==> config.mk <==
export PLATFORM = sky130hd
export DESIGN_NAME = ctwa_prep
export DESIGN_NICKNAME = d
export VERILOG_FILES = /design/src/rtl/ctwa_pkg.sv /design/src/rtl/ctwa_prep.sv
export SDC_FILE = /design/constraint.sdc
export NUM_CORES = 1
export LEC_CHECK = 0
export BUFFER_PORTS_ARGS = -buffer_cell sky130_fd_sc_hd__buf_2
export CAP_MARGIN = 15
export CORE_MARGIN = 8
export CORE_UTILIZATION = 25
export DETAILED_ROUTE_END_ITERATION = 12
export PLACE_DENSITY = 0.49
export SLEW_MARGIN = 20
export SYNTH_ARGS = -nofsm -noshare
export SYNTH_HDL_FRONTEND = slang
export SYNTH_SLANG_ARGS = --single-unit
==> constraint.sdc <==
create_clock -name clk_i -period 0.9 [get_ports clk_i]
set_clock_uncertainty 0.15 [all_clocks]
set_input_delay 0.09 -clock clk_i [delete_from_list [all_inputs] [get_ports clk_i]]
set_output_delay 0.09 -clock clk_i [all_outputs]
set_load 0.1 [all_outputs]
==> src/rtl/ctwa_pkg.sv <==
`default_nettype none

package ctwa_pkg;

  // Width of the CORDIC x/y datapath: vectors are scaled to a 2^40 full scale,
  // gain and pre-rotation grow them to under 2^42
  localparam int XW = 44;
  // Q24 angle width: covers the difference of two directions
  localparam int ZW = 28;
  // Q16 angle width after rounding
  localparam int AW = ZW - 8;
  // Coordinates are scaled so that their full scale lands on this bit
  localparam int SCALE_POS = 40;
  localparam int MAX_STAGES = 24;

  localparam logic signed [ZW-1:0] PI_Q24      = ZW'(52707179);
  localparam logic signed [ZW-1:0] HALF_PI_Q24 = ZW'(26353589);
  localparam logic signed [ZW-1:0] TWO_PI_Q24  = ZW'(105414358);
  localparam logic signed [ZW-1:0] RND_Q24     = ZW'(128);
  localparam logic signed [AW-1:0] ANG_MAX_Q16 = AW'(205887);

  localparam logic signed [ZW-1:0] ATAN_Q24 [MAX_STAGES] = '{
    ZW'(13176795), ZW'(7778716), ZW'(4110060), ZW'(2086331), ZW'(1047214),
    ZW'(524117), ZW'(262123), ZW'(131069), ZW'(65536), ZW'(32768),
    ZW'(16384), ZW'(8192), ZW'(4096), ZW'(2048), ZW'(1024), ZW'(512),
    ZW'(256), ZW'(128), ZW'(64), ZW'(32), ZW'(16), ZW'(8), ZW'(4), ZW'(2)
  };

  typedef struct packed {
    logic valid;
    logic first;
    logic last;
    logic zero;
  } ctwa_tag_t;

  typedef struct packed {
    logic signed [XW-1:0] x;
    logic signed [XW-1:0] y;
    logic signed [ZW-1:0] z;
  } ctwa_vec_t;

endpackage

`default_nettype wire

==> src/rtl/ctwa_prep.sv <==
`default_nettype none

module ctwa_prep import ctwa_pkg::*; #(
  parameter int COORD_BITS = 20
) (
  input  logic                         clk_i,
  input  logic                         rst_ni,
  input  logic                         advance_i,
  input  logic                         valid_i,
  input  logic signed [COORD_BITS-1:0] strand_a_x_i,
  input  logic signed [COORD_BITS-1:0] strand_a_y_i,
  input  logic signed [COORD_BITS-1:0] strand_b_x_i,
  input  logic signed [COORD_BITS-1:0] strand_b_y_i,
  input  logic                         first_step_i,
  input  logic                         last_step_i,
  output ctwa_tag_t                    tag_o,
  output ctwa_vec_t                    vec_o
);

  localparam int SHIFT = SCALE_POS - COORD_BITS;

  logic signed [COORD_BITS:0] dx, dy;
  logic signed [XW-1:0]       sx, sy;
  ctwa_vec_t                  vec_d;
  ctwa_tag_t                  tag_q;
  ctwa_vec_t                  vec_q;

  assign dx = (COORD_BITS+1)'(strand_b_x_i) - (COORD_BITS+1)'(strand_a_x_i);
  assign dy = (COORD_BITS+1)'(strand_b_y_i) - (COORD_BITS+1)'(strand_a_y_i);
  assign sx = XW'(dx) <<< SHIFT;
  assign sy = XW'(dy) <<< SHIFT;

  // Rotate the left half plane by a quarter turn so the chain converges
  always_comb begin
    vec_d.x = sx;
    vec_d.y = sy;
    vec_d.z = '0;
    if (sx < 0) begin
      if (sy >= 0) begin
        vec_d.x = sy;
        vec_d.y = -sx;
        vec_d.z = HALF_PI_Q24;
      end else begin
        vec_d.x = -sy;
        vec_d.y = sx;
        vec_d.z = -HALF_PI_Q24;
      end
    end
  end

  always_ff @(posedge clk_i or negedge rst_ni) begin
    if (!rst_ni) begin
      tag_q <= '0;
    end else if (advance_i) begin
      tag_q.valid <= valid_i;
      tag_q.first <= first_step_i;
      tag_q.last  <= last_step_i;
      tag_q.zero  <= (dx == '0) && (dy == '0);
    end
  end

  always_ff @(posedge clk_i) begin
    if (advance_i) begin
      vec_q <= vec_d;
    end
  end

  assign tag_o = tag_q;
  assign vec_o = vec_q;

endmodule

`default_nettype wire

After elaboration in Yosys (flattened, before gate mapping)
Index checks and enable logic that the tools add are counted.
{ "totals": {"register_bits": 120, "input_bits": 86, "out_inout_bits": 120} }
{ "op_classes": {"addsub": 4, "n_lt_le_gt_ge": 2, "mux": 2, "n_bitwise": 1, "n_reduce_logical": 5} }
{ "op_table": {"columns": ["op", "n"], "rows": [
  ["$mux 116", 2],
  ["$neg 41->44", 2],
  ["$logic_not 21->1", 2],
  ["$sub 20x20->21", 2],
  ["$ge 41x1->1 const B", 1],
  ["$lt 41x1->1 const B", 1],
  ["$reduce_and 2->1", 1],
  ["$reduce_or 2->1", 1],
  ["$logic_and 1x1->1", 1],
  ["$not 1->1", 1]
]} }

Logic depth before layout (Yosys ltp)
{ "logic_depth": {"ltp_word": 4, "mapped_depth": 15, "depth_no_buf": 14} }

Least setup slack after synthesis
OpenSTA, ideal clock, no wires.
{ "synth_timing": {"path_kind": "input to register", "startpoint": "input port strand_b_y_i[0]", "endpoint": "register vec_q, in the netlist vec_o[108] (data pin)", "arrival_ns": 2.829, "required_ns": 0.490, "slack_ns": -2.338, "cell_stages": 13, "path_cell_list": "inv_1 > ha_1 > inv_1 > fa_1 > a211oi_1 > o31ai_2 > o2111ai_2 > a21oi_1 > a311oi_1 > xnor2_1 > o41ai_2 > xnor2_1 > mux2_2"} }
{ "synth_lines": {"columns": ["item", "line_no", "source"], "rows": [
  ["start: declaration", "ctwa_prep.sv:13", "input logic signed [COORD_BITS-1:0] strand_b_y_i,"],
  ["end signal: assignment", "ctwa_prep.sv:64", "vec_q <= vec_d;"],
  ["end: declaration", "ctwa_prep.sv:26", "ctwa_vec_t vec_q;"]
]} }

==> reports/results.tsv <==
stage	metric	value	unit
clock_tree	CTS Buf Count	5	
synthesis	asr flop ratio synth	0.0727	
global_route	initial antenna violation count	0	
synthesis	Synth Warn #	0	
detailed_routing	post-DR vias/cell	4.64	
detailed_routing	DR iter-0 viols	295	
synthesis	#FFs+latches synth	55	
min_path	hold crit path type	input port to register	
floorplanning	DIE HEIGHT	173	um
cells_and_area	antenna diode count	0	
clock_tree	cts hold-fix bufs	1	
place	Final HPWL DP	18.4	mm
clock_tree	CTS tree	yes	
pwr	Static Leak	5.34	nW
synthesis	post-synthesis sequential area ratio	0.265	
synthesis	largest cells by area after synthesis	edfxtp_1 (25%), ha_1 (8.5%), buf_4 (7.9%)	
global_route	vias in the first global route	7095	
pwr	Switching Share	0.497	
cells_and_area	commonest non-fill, non-tap cell in the layout	buf_4	
critical_path	Critical Path End Type	register	
synthesis	Mapped Cells	740	
floorplanning	io pins	206	
place	dpl cells	1399	
clock_tree	H-tree levels	2	
detailed_routing	drt pass-1 iters	5	
timing	Final period util	3.41	
critical_path	critical path data required time	0.79	ns
timing	final setup margin	-2.17	ns
detailed_routing	antenna-violating nets left	0	
clock_tree	CTS Buffer Depth	2	
global_route	GRT Residual Overflow	0	
synthesis	Post-Syn Area	6150	um2
cells_and_area	fin util	0.493	
critical_path	CP Launch Type	input port	
clock_tree	Clock transition at path regs	0.07	ns
synthesis	Yosys top cell area share	0.249	
timing	Hold Slack	-0.113	ns
critical_path	Crit path arrival time	2.96	ns
detailed_routing	drt drc	0	
critical_path	crit path max fanout	5	
floorplanning	die area	29900	um2
pwr	Pwr Density	1780	nW/um2
detailed_routing	final WL	23.4	mm
pwr	Clk pwr share	0.091	
clock_tree	Root Buffer	clkbuf_16	
synthesis	Post-synth EDFFs	51	
timing	FMAX	0.326	GHz
timing	slew margin rel.	0.650	
pwr	Reg power frac	0.181	
pwr	Comb power frac	0.727	
cells_and_area	Final Instance Count excl. Fillers	1465	
cells_and_area	fillcell total	2190	
detailed_routing	wire per inst	16.0	um
cells_and_area	share of post-route cells with drive strength above 1	0.545	
cells_and_area	Final nets	1270	
global_route	GRT Util Overall	0.145	
floorplanning	die width	173	um
timing	post-layout min period	3.07	ns
global_route	largest net degree at the start of global routing	21	
clock_tree	clk_lat worst skew	0.29	ns
synthesis	post-synth top area cell	edfxtp_1	
pwr	Switch Pwr	10.6	mW
place	number of I/O port buffers	165	
synthesis	Mean Syn Cell Area	8.31	um2
timing	Slew @ Worst Pin	0.521	ns
cells_and_area	area grow syn2layout	94.6	%
detailed_routing	vias	6803	
place	routability cong.	0.914	
run_status	failing checks	hold timing, setup timing	
critical_path	type of the worst setup path	input port to register	
cells_and_area	commonest non-fill, non-tap cells in the layout	buf_4 (226), buf_12 (92), buf_2 (79)	
pwr	Max VDD drop	1030	uV
timing	Hold Vio Cnt, Final	7	
clock_tree	Sink Count	55	
run_status	status	complete, but fails checks	
global_route	first-pass GRT wire length	36.5	mm
pwr	Internal	10.7	mW
timing	Final Max Slew Viols	0	
floorplanning	row count	57	
floorplanning	starting density of the core	0.254	
timing	RSZ-0062 raised after global routing	true	
synthesis	most used flip-flop cell after synthesis	edfxtp_1	
flow_run	max_cap viols	0	
floorplanning	core area	24200	um2
synthesis	post-synthesis cell type count	78	
timing	final setup fails	132	
==> synthesized netlist by cell type, types with 4 or more instances <==
master and n:
and3_1 6, inv_1 58, edfxtp_1 51, a21o_1 12, mux2i_1 14, a21oi_1 44, nor3b_1 7, mux2_2 6
nor3_1 18, a2111oi_0 4, nor4_1 4, o21a_1 7, clkbuf_1 15, xor2_1 20, o21ai_0 48, o31ai_1 8
o211ai_1 6, xnor2_1 37, a31oi_1 8, nand3_1 22, and2_1 4, buf_4 65, ha_1 42, nand2_1 53
nor2_1 61, a211oi_1 10, buf_2 7, dfrtp_1 4, and4_1 4, nand2b_1 7, nand4_1 5, nor2b_1 6
==> power groups by stage <==
| stage | registers, mW | clock network [mW] | logic, mW |
|---|---|---|---|
| after floorplan | 6.80 | 0 | 5.47 |
| after global placement | 3.93 | 0 | 13.3 |
| after detailed placement | 3.93 | 0 | 13.4 |
| after CTS | 3.89 | 1.99 | 14.6 |
| after global routing | 3.92 | 2.07 | 16.1 |
| final | 3.86 | 1.94 | 15.5 |
==> through the flow <==
step | worst slack, ns | power [mW] | instance area, um2 | TNS [ns]
floorplan | -2.05 | 12.3 | 6760 | -131.31
finish | -2.17 | 21.3 | 12000 | -119.89
global route | -2.27 | 22.1 | 12000 | -127.33
CTS | -2.19 | 20.5 | 11400 | -120.28
detailed placement | -2.50 | 17.3 | 10200 | -118.81
global placement | -2.45 | 17.2 | 10200 | -116.98
==> final cells by class <==
type	instances	area (um2)	share of cell area
multi-input cells	577	4960	0.415
repair buffers	438	4510	0.377
flip-flops and latches	55	1640	0.137
well taps	324	405	0.0339
inverters	61	282	0.0235
clock buffers	5	125	0.0105
clock inverters	3	20.0	0.00167
repair inverters	2	16.3	0.00136
==> sequential cells by signal, indices dropped and copies added, names as in the netlist <==
name   flops
tag_o      4
vec_o     51
==> cells by family after synthesis <==
logic type | count (synthesis) | synth area share
fa+ha+maj | 44 | 0.0920
mux | 20 | 0.0338
compound gates | 197 | 0.219
other cells | 1 | 0.000610
simple gates | 216 | 0.176
buf+inv | 150 | 0.133
flops | 55 | 0.265
xor+xnor | 57 | 0.0812
==> routing by layer <==
| layer | wire, um | GRT usage | share of wire | vias up |
|---|---|---|---|---|
| met5 | 0 | 0 | 0 | - |
| met4 | 626 | 0.0410 | 0.027 | 0 |
| met3 | 1040 | 0.0259 | 0.044 | 40 |
| met2 | 11400 | 0.250 | 0.49 | 244 |
| met1 | 10400 | 0.184 | 0.44 | 3146 |
| li1 | - | - | - | 3373 |
==> path summary, 6_finish.rpt <==
check	startpoint	to	slack (ns)	cells past startpoint
worst max-delay path	strand_b_y_i[0]	vec_o[105]$_DFFE_PP_	-2.17	17
worst min-delay path	valid_i	tag_o[3]$_DFFE_PN0P_	-0.11	2
worst max register to register	tag_o[2]$_DFFE_PN0P_	tag_o[2]$_DFFE_PN0P_	-0.12	1
worst min register to register	tag_o[0]$_DFFE_PN0P_	tag_o[0]$_DFFE_PN0P_	0.41	2
max in group asynchronous	rst_ni	tag_o[3]$_DFFE_PN0P_	0.47	2
min in group asynchronous	rst_ni	tag_o[0]$_DFFE_PN0P_	-0.02	2
==> worst max-delay path, cell delays in order <==
cell,delay (ns)
buf_8,0.11
inv_12,0.04
ha_4,0.12
inv_2,0.03
fa_2,0.36
a211oi_4,0.30
o31ai_4,0.14
o2111ai_4,0.31
buf_6,0.14
a21o_1,0.13
buf_4,0.12
buf_4,0.11
a21oi_4,0.07
o221ai_4,0.31
o21ai_2,0.14
xnor2_2,0.17
mux2_4,0.27
==> repair_timing <==
item                                   in CTS  in global routing
resized for setup                         160                 95
pin swaps                                  67                 81
endpoints found under the hold margin       7                  7
setup endpoints to repair                 132                132
gates cloned                                8                  0
setup buffers                              29                 30
(Power assumes the default switching activity.)
