$ cat config.mk
export PLATFORM = sky130hd
export DESIGN_NAME = ctwa_accum
export DESIGN_NICKNAME = d
export VERILOG_FILES = /design/src/rtl/ctwa_pkg.sv /design/src/rtl/ctwa_accum.sv
export SDC_FILE = /design/constraint.sdc
export NUM_CORES = 1
export LEC_CHECK = 0
export BUFFER_PORTS_ARGS = -buffer_cell sky130_fd_sc_hd__buf_2
export CAP_MARGIN = 15
export CORE_MARGIN = 5
export CORE_UTILIZATION = 40
export CTS_CLUSTER_DIAMETER = 40
export DETAILED_ROUTE_END_ITERATION = 6
export PLACE_DENSITY = 0.62
export SLEW_MARGIN = 30
export SYNTH_ARGS = -nofsm -noshare
export SYNTH_HDL_FRONTEND = slang
export SYNTH_SLANG_ARGS = --single-unit
$ cat constraint.sdc
create_clock -name clk_i -period 9.55 [get_ports clk_i]
set_input_delay 0.4775 -clock clk_i [delete_from_list [all_inputs] [get_ports clk_i]]
set_output_delay 0.4775 -clock clk_i [all_outputs]
set_load 0.01 [all_outputs]
$ cat src/rtl/ctwa_pkg.sv
`default_nettype none

package ctwa_pkg;

  // Width of the CORDIC x/y datapath: vectors are scaled to a 2^40 full scale,
  // gain and pre-rotation grow them to under 2^42
  localparam int XW = 44;
  // Q24 angle width: covers the difference of two directions
  localparam int ZW = 28;
  // Q16 angle width after rounding
  localparam int AW = ZW - 8;
  // Coordinates are scaled so that their full scale lands on this bit
  localparam int SCALE_POS = 40;
  localparam int MAX_STAGES = 24;

  localparam logic signed [ZW-1:0] PI_Q24      = ZW'(52707179);
  localparam logic signed [ZW-1:0] HALF_PI_Q24 = ZW'(26353589);
  localparam logic signed [ZW-1:0] TWO_PI_Q24  = ZW'(105414358);
  localparam logic signed [ZW-1:0] RND_Q24     = ZW'(128);
  localparam logic signed [AW-1:0] ANG_MAX_Q16 = AW'(205887);

  localparam logic signed [ZW-1:0] ATAN_Q24 [MAX_STAGES] = '{
    ZW'(13176795), ZW'(7778716), ZW'(4110060), ZW'(2086331), ZW'(1047214),
    ZW'(524117), ZW'(262123), ZW'(131069), ZW'(65536), ZW'(32768),
    ZW'(16384), ZW'(8192), ZW'(4096), ZW'(2048), ZW'(1024), ZW'(512),
    ZW'(256), ZW'(128), ZW'(64), ZW'(32), ZW'(16), ZW'(8), ZW'(4), ZW'(2)
  };

  typedef struct packed {
    logic valid;
    logic first;
    logic last;
    logic zero;
  } ctwa_tag_t;

  typedef struct packed {
    logic signed [XW-1:0] x;
    logic signed [XW-1:0] y;
    logic signed [ZW-1:0] z;
  } ctwa_vec_t;

endpackage

`default_nettype wire

$ cat src/rtl/ctwa_accum.sv
`default_nettype none

module ctwa_accum import ctwa_pkg::*; (
  input  logic                 clk_i,
  input  logic                 rst_ni,
  input  ctwa_tag_t            tag_i,
  input  logic signed [ZW-1:0] z_i,
  input  logic                 out_stall_i,
  output logic                 advance_o,
  output logic                 out_valid_o,
  output logic signed [31:0]   twist_sum_o,
  output logic                 saturated_o
);

  // Angle stage
  logic signed [ZW-1:0] prev_z_q;
  logic                 prev_zero_q;
  logic                 have_q;
  logic signed [ZW-1:0] diff, wrapped, rounded;
  logic                 a_valid_q, a_first_q, a_last_q, a_contrib_q;
  logic signed [AW-1:0] a_ang_q;

  // Sum stage
  logic signed [31:0]   run_q;
  logic                 clip_q;
  logic signed [31:0]   base;
  logic signed [32:0]   sum_wide;
  logic signed [31:0]   run_d;
  logic                 clip_d;
  logic                 out_valid_q;
  logic signed [31:0]   out_sum_q;
  logic                 out_sat_q;

  // Hold the whole chain only when the closing beat meets a full result register
  assign advance_o = !(out_valid_q && out_stall_i && a_valid_q && a_last_q);

  assign diff = z_i - prev_z_q;

  always_comb begin
    priority if (diff > PI_Q24) begin
      wrapped = diff - TWO_PI_Q24;
    end else if (diff <= -PI_Q24) begin
      wrapped = diff + TWO_PI_Q24;
    end else begin
      wrapped = diff;
    end
  end

  assign rounded = wrapped + RND_Q24;

  always_ff @(posedge clk_i or negedge rst_ni) begin
    if (!rst_ni) begin
      a_valid_q <= 1'b0;
      have_q    <= 1'b0;
    end else if (advance_o) begin
      a_valid_q <= tag_i.valid;
      if (tag_i.valid) begin
        have_q <= !tag_i.last;
      end
    end
  end

  always_ff @(posedge clk_i) begin
    if (advance_o && tag_i.valid) begin
      prev_z_q    <= z_i;
      prev_zero_q <= tag_i.zero;
      a_first_q   <= tag_i.first;
      a_last_q    <= tag_i.last;
      a_contrib_q <= have_q && !tag_i.first && !tag_i.zero && !prev_zero_q;
      a_ang_q     <= rounded[ZW-1:8];
    end
  end

  assign base     = a_first_q ? '0 : run_q;
  assign sum_wide = 33'(base) + 33'(a_ang_q);

  always_comb begin
    run_d  = base;
    clip_d = a_first_q ? 1'b0 : clip_q;
    if (a_contrib_q) begin
      if (sum_wide[32] != sum_wide[31]) begin
        run_d  = sum_wide[32] ? 32'sh8000_0000 : 32'sh7fff_ffff;
        clip_d = 1'b1;
      end else begin
        run_d = sum_wide[31:0];
      end
    end
  end

  always_ff @(posedge clk_i or negedge rst_ni) begin
    if (!rst_ni) begin
      run_q       <= '0;
      clip_q      <= 1'b0;
      out_valid_q <= 1'b0;
    end else begin
      if (advance_o && a_valid_q) begin
        if (a_last_q) begin
          run_q  <= '0;
          clip_q <= 1'b0;
        end else begin
          run_q  <= run_d;
          clip_q <= clip_d;
        end
      end
      if (advance_o && a_valid_q && a_last_q) begin
        out_valid_q <= 1'b1;
      end else if (!out_stall_i) begin
        out_valid_q <= 1'b0;
      end
    end
  end

  always_ff @(posedge clk_i) begin
    if (advance_o && a_valid_q && a_last_q) begin
      out_sum_q <= run_d;
      out_sat_q <= clip_d;
    end
  end

  assign out_valid_o = out_valid_q;
  assign twist_sum_o = out_sum_q;
  assign saturated_o = out_sat_q;

`ifndef SYNTHESIS
  a_close_loads: assert property (@(posedge clk_i) disable iff (!rst_ni)
    advance_o && a_valid_q && a_last_q |=> out_valid_q)
    else $error("closing beat did not load the result register");

  a_close_clears: assert property (@(posedge clk_i) disable iff (!rst_ni)
    advance_o && a_valid_q && a_last_q |=> run_q == '0 && !clip_q)
    else $error("sum not cleared after frame end");

  a_ang_range: assert property (@(posedge clk_i) disable iff (!rst_ni)
    a_valid_q && a_contrib_q |-> a_ang_q <= ANG_MAX_Q16 && a_ang_q >= -ANG_MAX_Q16)
    else $error("wrapped angle outside half turn");

  a_clip_sticky: assert property (@(posedge clk_i) disable iff (!rst_ni)
    advance_o && a_valid_q && !a_first_q && !a_last_q && clip_q |=> clip_q)
    else $error("clip flag dropped inside a frame");
`endif

endmodule

`default_nettype wire

* After elaboration in Yosys (flattened, before gate mapping)
Cells that the tools add are included.
** Cells by class
- $add $sub $neg :: 5
- $lt $le $gt $ge :: 2
- Equality and inequality tests :: 2
- Multiplexer cells :: 13
- Bitwise gates (word level) :: 1
- Reduce and logical (&&, ||, !) cells :: 15
** Operator list (count)
- 32-bit 2-to-1 mux :: 5
- 28-bit 2-to-1 mux :: 2
- 32-bit by 20-bit adder with 33-bit output :: 1
- 28-bit adder, second input constant :: 1
- 28-bit by 9-bit adder with 28-bit output, second input constant :: 1
- 28-bit by 27-bit > comparator with 1-bit output, second input constant :: 1
- 28-bit by 27-bit less-or-equal comparator with 1-bit output, second input constant :: 1
- 28-bit subtractor :: 1
- 28-bit subtractor, second input constant :: 1
- 1-bit logical AND :: 9
- 1-bit 2-to-1 mux :: 6
- 1-bit logical NOT :: 5
- 2-bit by 1-bit inequality test with 1-bit output, second input constant :: 1
- 2-bit AND reduction :: 1
- 1-bit inequality test :: 1
- 1-bit inverter :: 1
** Storage, ports and cells
- Register bits after elaboration :: 121
- Output and inout bits :: 35

* Longest topological paths before layout
- Depth after elaboration :: 7
- Mapped depth :: 22

* Least setup slack after synthesis
Ideal clock, no wire load.
- Path type :: input to register
- Start :: input z_i[0]
- End :: register a_ang_q[13] (data pin)
- Setup time :: 272 ps
- Arrival :: 4772 ps
- Data required time :: 9278 ps
- Path slack :: 4506 ps
- Stages :: 22
- Path through :: inv_1 -> ha_1 -> inv_1 -> fa_1 -> a21o_1 -> a22oi_2 -> a21oi_1 -> a21o_1 -> xor2_1 -> nand4_1 -> a221oi_1 -> and3b_1 -> o21ai_2 -> buf_6 -> buf_2 -> a22oi_1 -> xnor2_1 -> ha_1 -> nand4_1 -> nor3_1 -> mux2_1 -> xnor2_1
** Between the ends
- Longest elaborated chain between the ends :: 5
** Ends and longest elaborated chain
- start: declaration :: line ctwa_accum.sv:7 : input logic signed [ZW-1:0] z_i,
- 28-bit subtractor * :: line ctwa_accum.sv:37 : assign diff = z_i - prev_z_q;
- 28-bit adder / 28-bit by 27-bit less-or-equal comparator with 1-bit output (equally long branches) :: line ctwa_accum.sv:43, ctwa_accum.sv:42
- 28-bit 2-to-1 mux :: line ctwa_accum.sv:42 : end else if (diff <= -PI_Q24) begin
- 28-bit 2-to-1 mux * :: line ctwa_accum.sv:40 : priority if (diff > PI_Q24) begin
- 28-bit by 9-bit adder with 28-bit output * :: line ctwa_accum.sv:49 : assign rounded = wrapped + RND_Q24;
- net rounded[21] :: line ctwa_accum.sv:19 : logic signed [ZW-1:0] diff, wrapped, rounded;
- end signal: assignment :: line ctwa_accum.sv:70 : a_ang_q <= rounded[ZW-1:8];
- end: declaration :: line ctwa_accum.sv:21 : logic signed [AW-1:0] a_ang_q;
The timed path passes the listed nets; every way through them passes the cells marked *.
A chain may end at the register's enable or synchronous reset.

* Worst setup path after layout
- Start :: register prev_z_q[0]
- End :: register a_ang_q[13] (data pin)
** Between the ends
- Longest elaborated chain between the ends :: 5
** Ends and longest elaborated chain
- start: declaration :: line ctwa_accum.sv:16 : logic signed [ZW-1:0] prev_z_q;
- start signal: assignment :: line ctwa_accum.sv:65 : prev_z_q <= z_i;
- 28-bit subtractor * :: line ctwa_accum.sv:37
- 28-bit adder / 28-bit by 27-bit less-or-equal comparator with 1-bit output (equally long branches) :: line ctwa_accum.sv:43, ctwa_accum.sv:42
- 28-bit 2-to-1 mux :: line ctwa_accum.sv:42
- 28-bit 2-to-1 mux * :: line ctwa_accum.sv:40
- 28-bit by 9-bit adder with 28-bit output * :: line ctwa_accum.sv:49
- net rounded[21] :: line ctwa_accum.sv:19
Marked as above.

==> impl_metrics.tcl <==
set metrics [dict create \
    status "finished clean" \
    antenna_found_initial 0 \
    cp.required_ns 9.69 \
    synth_area_leaders "edfxtp_1, dfrtp_1, ha_1" \
    synth-seq-area-share 0.366 \
    place_hpwl_mm 16.5 \
    synth_flop_cell "edfxtp_1" \
    critPathKind "flop to flop" \
    drc_errors 0 \
    post-route-period-util 0.629 \
    antenna_left 0 \
    tritoncts "done" \
    intPower_uw 1520 \
    gp_congestion 0.879 \
    avgViaCountPerCell 5.47 \
    drive_gt1_frac 0.139 \
    skew_ns 0.0122 \
    die_h_microns 164 \
    hold_violations 0 \
    post_cts_resized 0 \
    cap_violations 0 \
    synth.ff_latch_count 121 \
    clockBufferDepth 2 \
    fmax_mhz 166 \
    start_kind "flop" \
    clockRootBuffer "clkbuf_16" \
    seqPwrFrac 0.304 \
    via_count 7767 \
    nNetsFinal 1186 \
    drtPass1Iterations 5 \
    overflow 0 \
    power.switching_uw 945 \
    area_growth_pct 13.7 \
    worstSkewPairLatency_ns 0.42 \
    io_pins 70 \
    p_comb_frac 0.427 \
    std_cell_rows 56 \
    grt_pass1_wl_mm 37.3 \
    worstMarginPinSlew_ns 0.921 \
    worstSetupEndpointType "flop" \
    pwr-share-clk 0.270 \
    port_buffers 69 \
    cts_buffers 17 \
    syn_avg_cell_area_sq_um 9.19 \
    holdBufCountCts 0 \
    async_reset_ff_frac 0.298 \
    grt_use_total 0.170 \
    path_max_fanout 20 \
    htree_num_levels 4 \
    first_global_vias 7542 \
    yosysMostFrequentCell "nand2_1" \
    fin_crit_ns 6.01 \
    synth_compound_area_frac 0.239 \
    fp.dieArea_sq_um 26700 \
    drv_slew 0 \
    wl_per_cell_microns 15.6 \
    synth_edf_count 85 \
    yosys.area.top_type_share 0.271 \
    wl_mm 22.2 \
    drt-initial-drc-count 436 \
    finalPower_uw 2470 \
    synth_nets 1123 \
    core_region_area_sq_um 23300 \
    yosys_warnings 0 \
    irDropWorstVdd_mv 0.125 \
    p_per_area_nw_per_um2 230 \
    start_util 0.404 \
    die_x_microns 164 \
    grt_max_degree 53 \
    synth_xor_area_frac 0.0759 \
    final_core_util 0.459 \
    p_leak_uw 0.00439 \
    finalSetupViolCount 0 \
    slew_headroom 0.385 \
    diodes 0 \
    clk_pin_slew_ns 0.06 \
    netlist.top_cell.by_area "edfxtp_1" \
    p_sw_frac 0.383 \
    synthSimpleGateAreaFrac 0.190 \
    yosys-mux-area-fraction 0.00438 \
    synth_fa_ha_area_frac 0.0860 \
    synth_common_cells "nand2_1, nor2_1, edfxtp_1" \
    synth_cell_types 101 \
    setup_tns_ns 0 \
    synth_top_family_by_area "compound AO/OA/AOI/OAI gates" \
    clock_sinks 121 \
    rsz0062_at_grt "false" \
    postCtsSetupBuffers 0 \
    synthCells 1026 \
    hold_path_class "input port to async pin" \
    arrival_ns 6.15 \
    syn_area_sq_um 9430 \
]
## stage by stage
stage,hold WS [ns],setup slack (ns),cells,cell area [sq um]
3_3_place_gp,0.465,3.53,1388,10100
3_5_place_dp,0.483,3.27,1389,10100
5_1_grt,0.0713,3.12,1421,10700
2_1_floorplan,0.182,4.51,1026,9430
6_report,0.0311,3.54,1421,10700
4_1_cts,0.197,3.59,1421,10700
## critical path: stages (launching register included)
cell and delay [ns]:
edfxtp_1 0.34, ha_1 0.18, inv_1 0.06, fa_1 0.42, a21o_1 0.21, a22oi_2 0.23, a21oi_1 0.18, a21o_1 0.23
a2111oi_0 0.52, a21oi_1 0.27, a311oi_1 0.36, o21ai_0 0.18, o21ai_2 0.68, a22oi_1 0.22, xnor2_1 0.29, ha_1 0.28
nand4_1 0.30, nor3_1 0.28, mux2_1 0.36, xnor2_1 0.13
## final timing paths
kind | from | to | slack, ns | cells after the start
worst max-delay path | prev_z_q[0] | a_ang_q[13] | 3.54 | 19
min in group clk_i | z_i[0] | prev_z_q[0] | 0.25 | 1
worst max register to register | prev_z_q[0] | a_ang_q[13] | 3.54 | 19
worst min-delay path | rst_ni | run_q[1] | 0.03 | 1
max in group asynchronous | rst_ni | run_q[31] | 9.16 | 1
worst min register to register | have_q | have_q | 0.48 | 2
## layout make-up
class / instances / area [sq um]
inverter: 55 / 206
fill: 2243 / 12600
sequential: 121 / 3450
clock inverter: 15 / 174
multi-input combinational: 818 / 5650
timing repair buffer: 76 / 408
tap: 319 / 399
clock buffer: 17 / 425
## metal layers
layer / part of all wire / GRT usage / vias to the layer above
met5: 0 / 0 / -
met4: 0.015 / 0.0518 / 0
met2: 0.47 / 0.280 / 150
li1: - / - / 3945
met3: 0.035 / 0.0232 / 20
met1: 0.48 / 0.232 / 3652
## state kept, by name, summed over array words and instances (netlist names)
name,cells
a_last_q,1
a_first_q,1
have_q,1
clip_q,1
run_q,32
out_valid_o,1
prev_zero_q,1
a_valid_q,1
prev_z_q,28
saturated_o,1
a_contrib_q,1
a_ang_q,20
twist_sum_o,32
## power groups by stage
| stage | registers [uW] | logic (uW) | clock network [uW] |
|---|---|---|---|
| 6_report | 750 | 1050 | 666 |
| 2_1_floorplan | 747 | 812 | 0 |
| 5_1_grt | 760 | 1180 | 703 |
| 3_3_place_gp | 758 | 1030 | 0 |
| 3_5_place_dp | 758 | 1040 | 0 |
| 4_1_cts | 749 | 1050 | 678 |
## cells in the final DEF (no fill, tap or decap), types with 36 or more instances in the layout
cell type / count
a21oi_1: 77
buf_2: 68
dfrtp_1: 36
edfxtp_1: 85
ha_1: 60
inv_1: 54
nand2_1: 100
nor2_1: 86
nor2b_1: 43
o21ai_0: 69
xnor2_1: 51
## cells by family (layout without fill, tap and decap cells)
kind of cell    count (synthesis)  after routing
simple gates                  350            350
buf+inv                        87            163
compound gates                323            323
xor+xnor                       77             77
flops                         121            121
fa+ha+maj                      64             64
mux                             4              4
(Power assumes the default switching activity.)
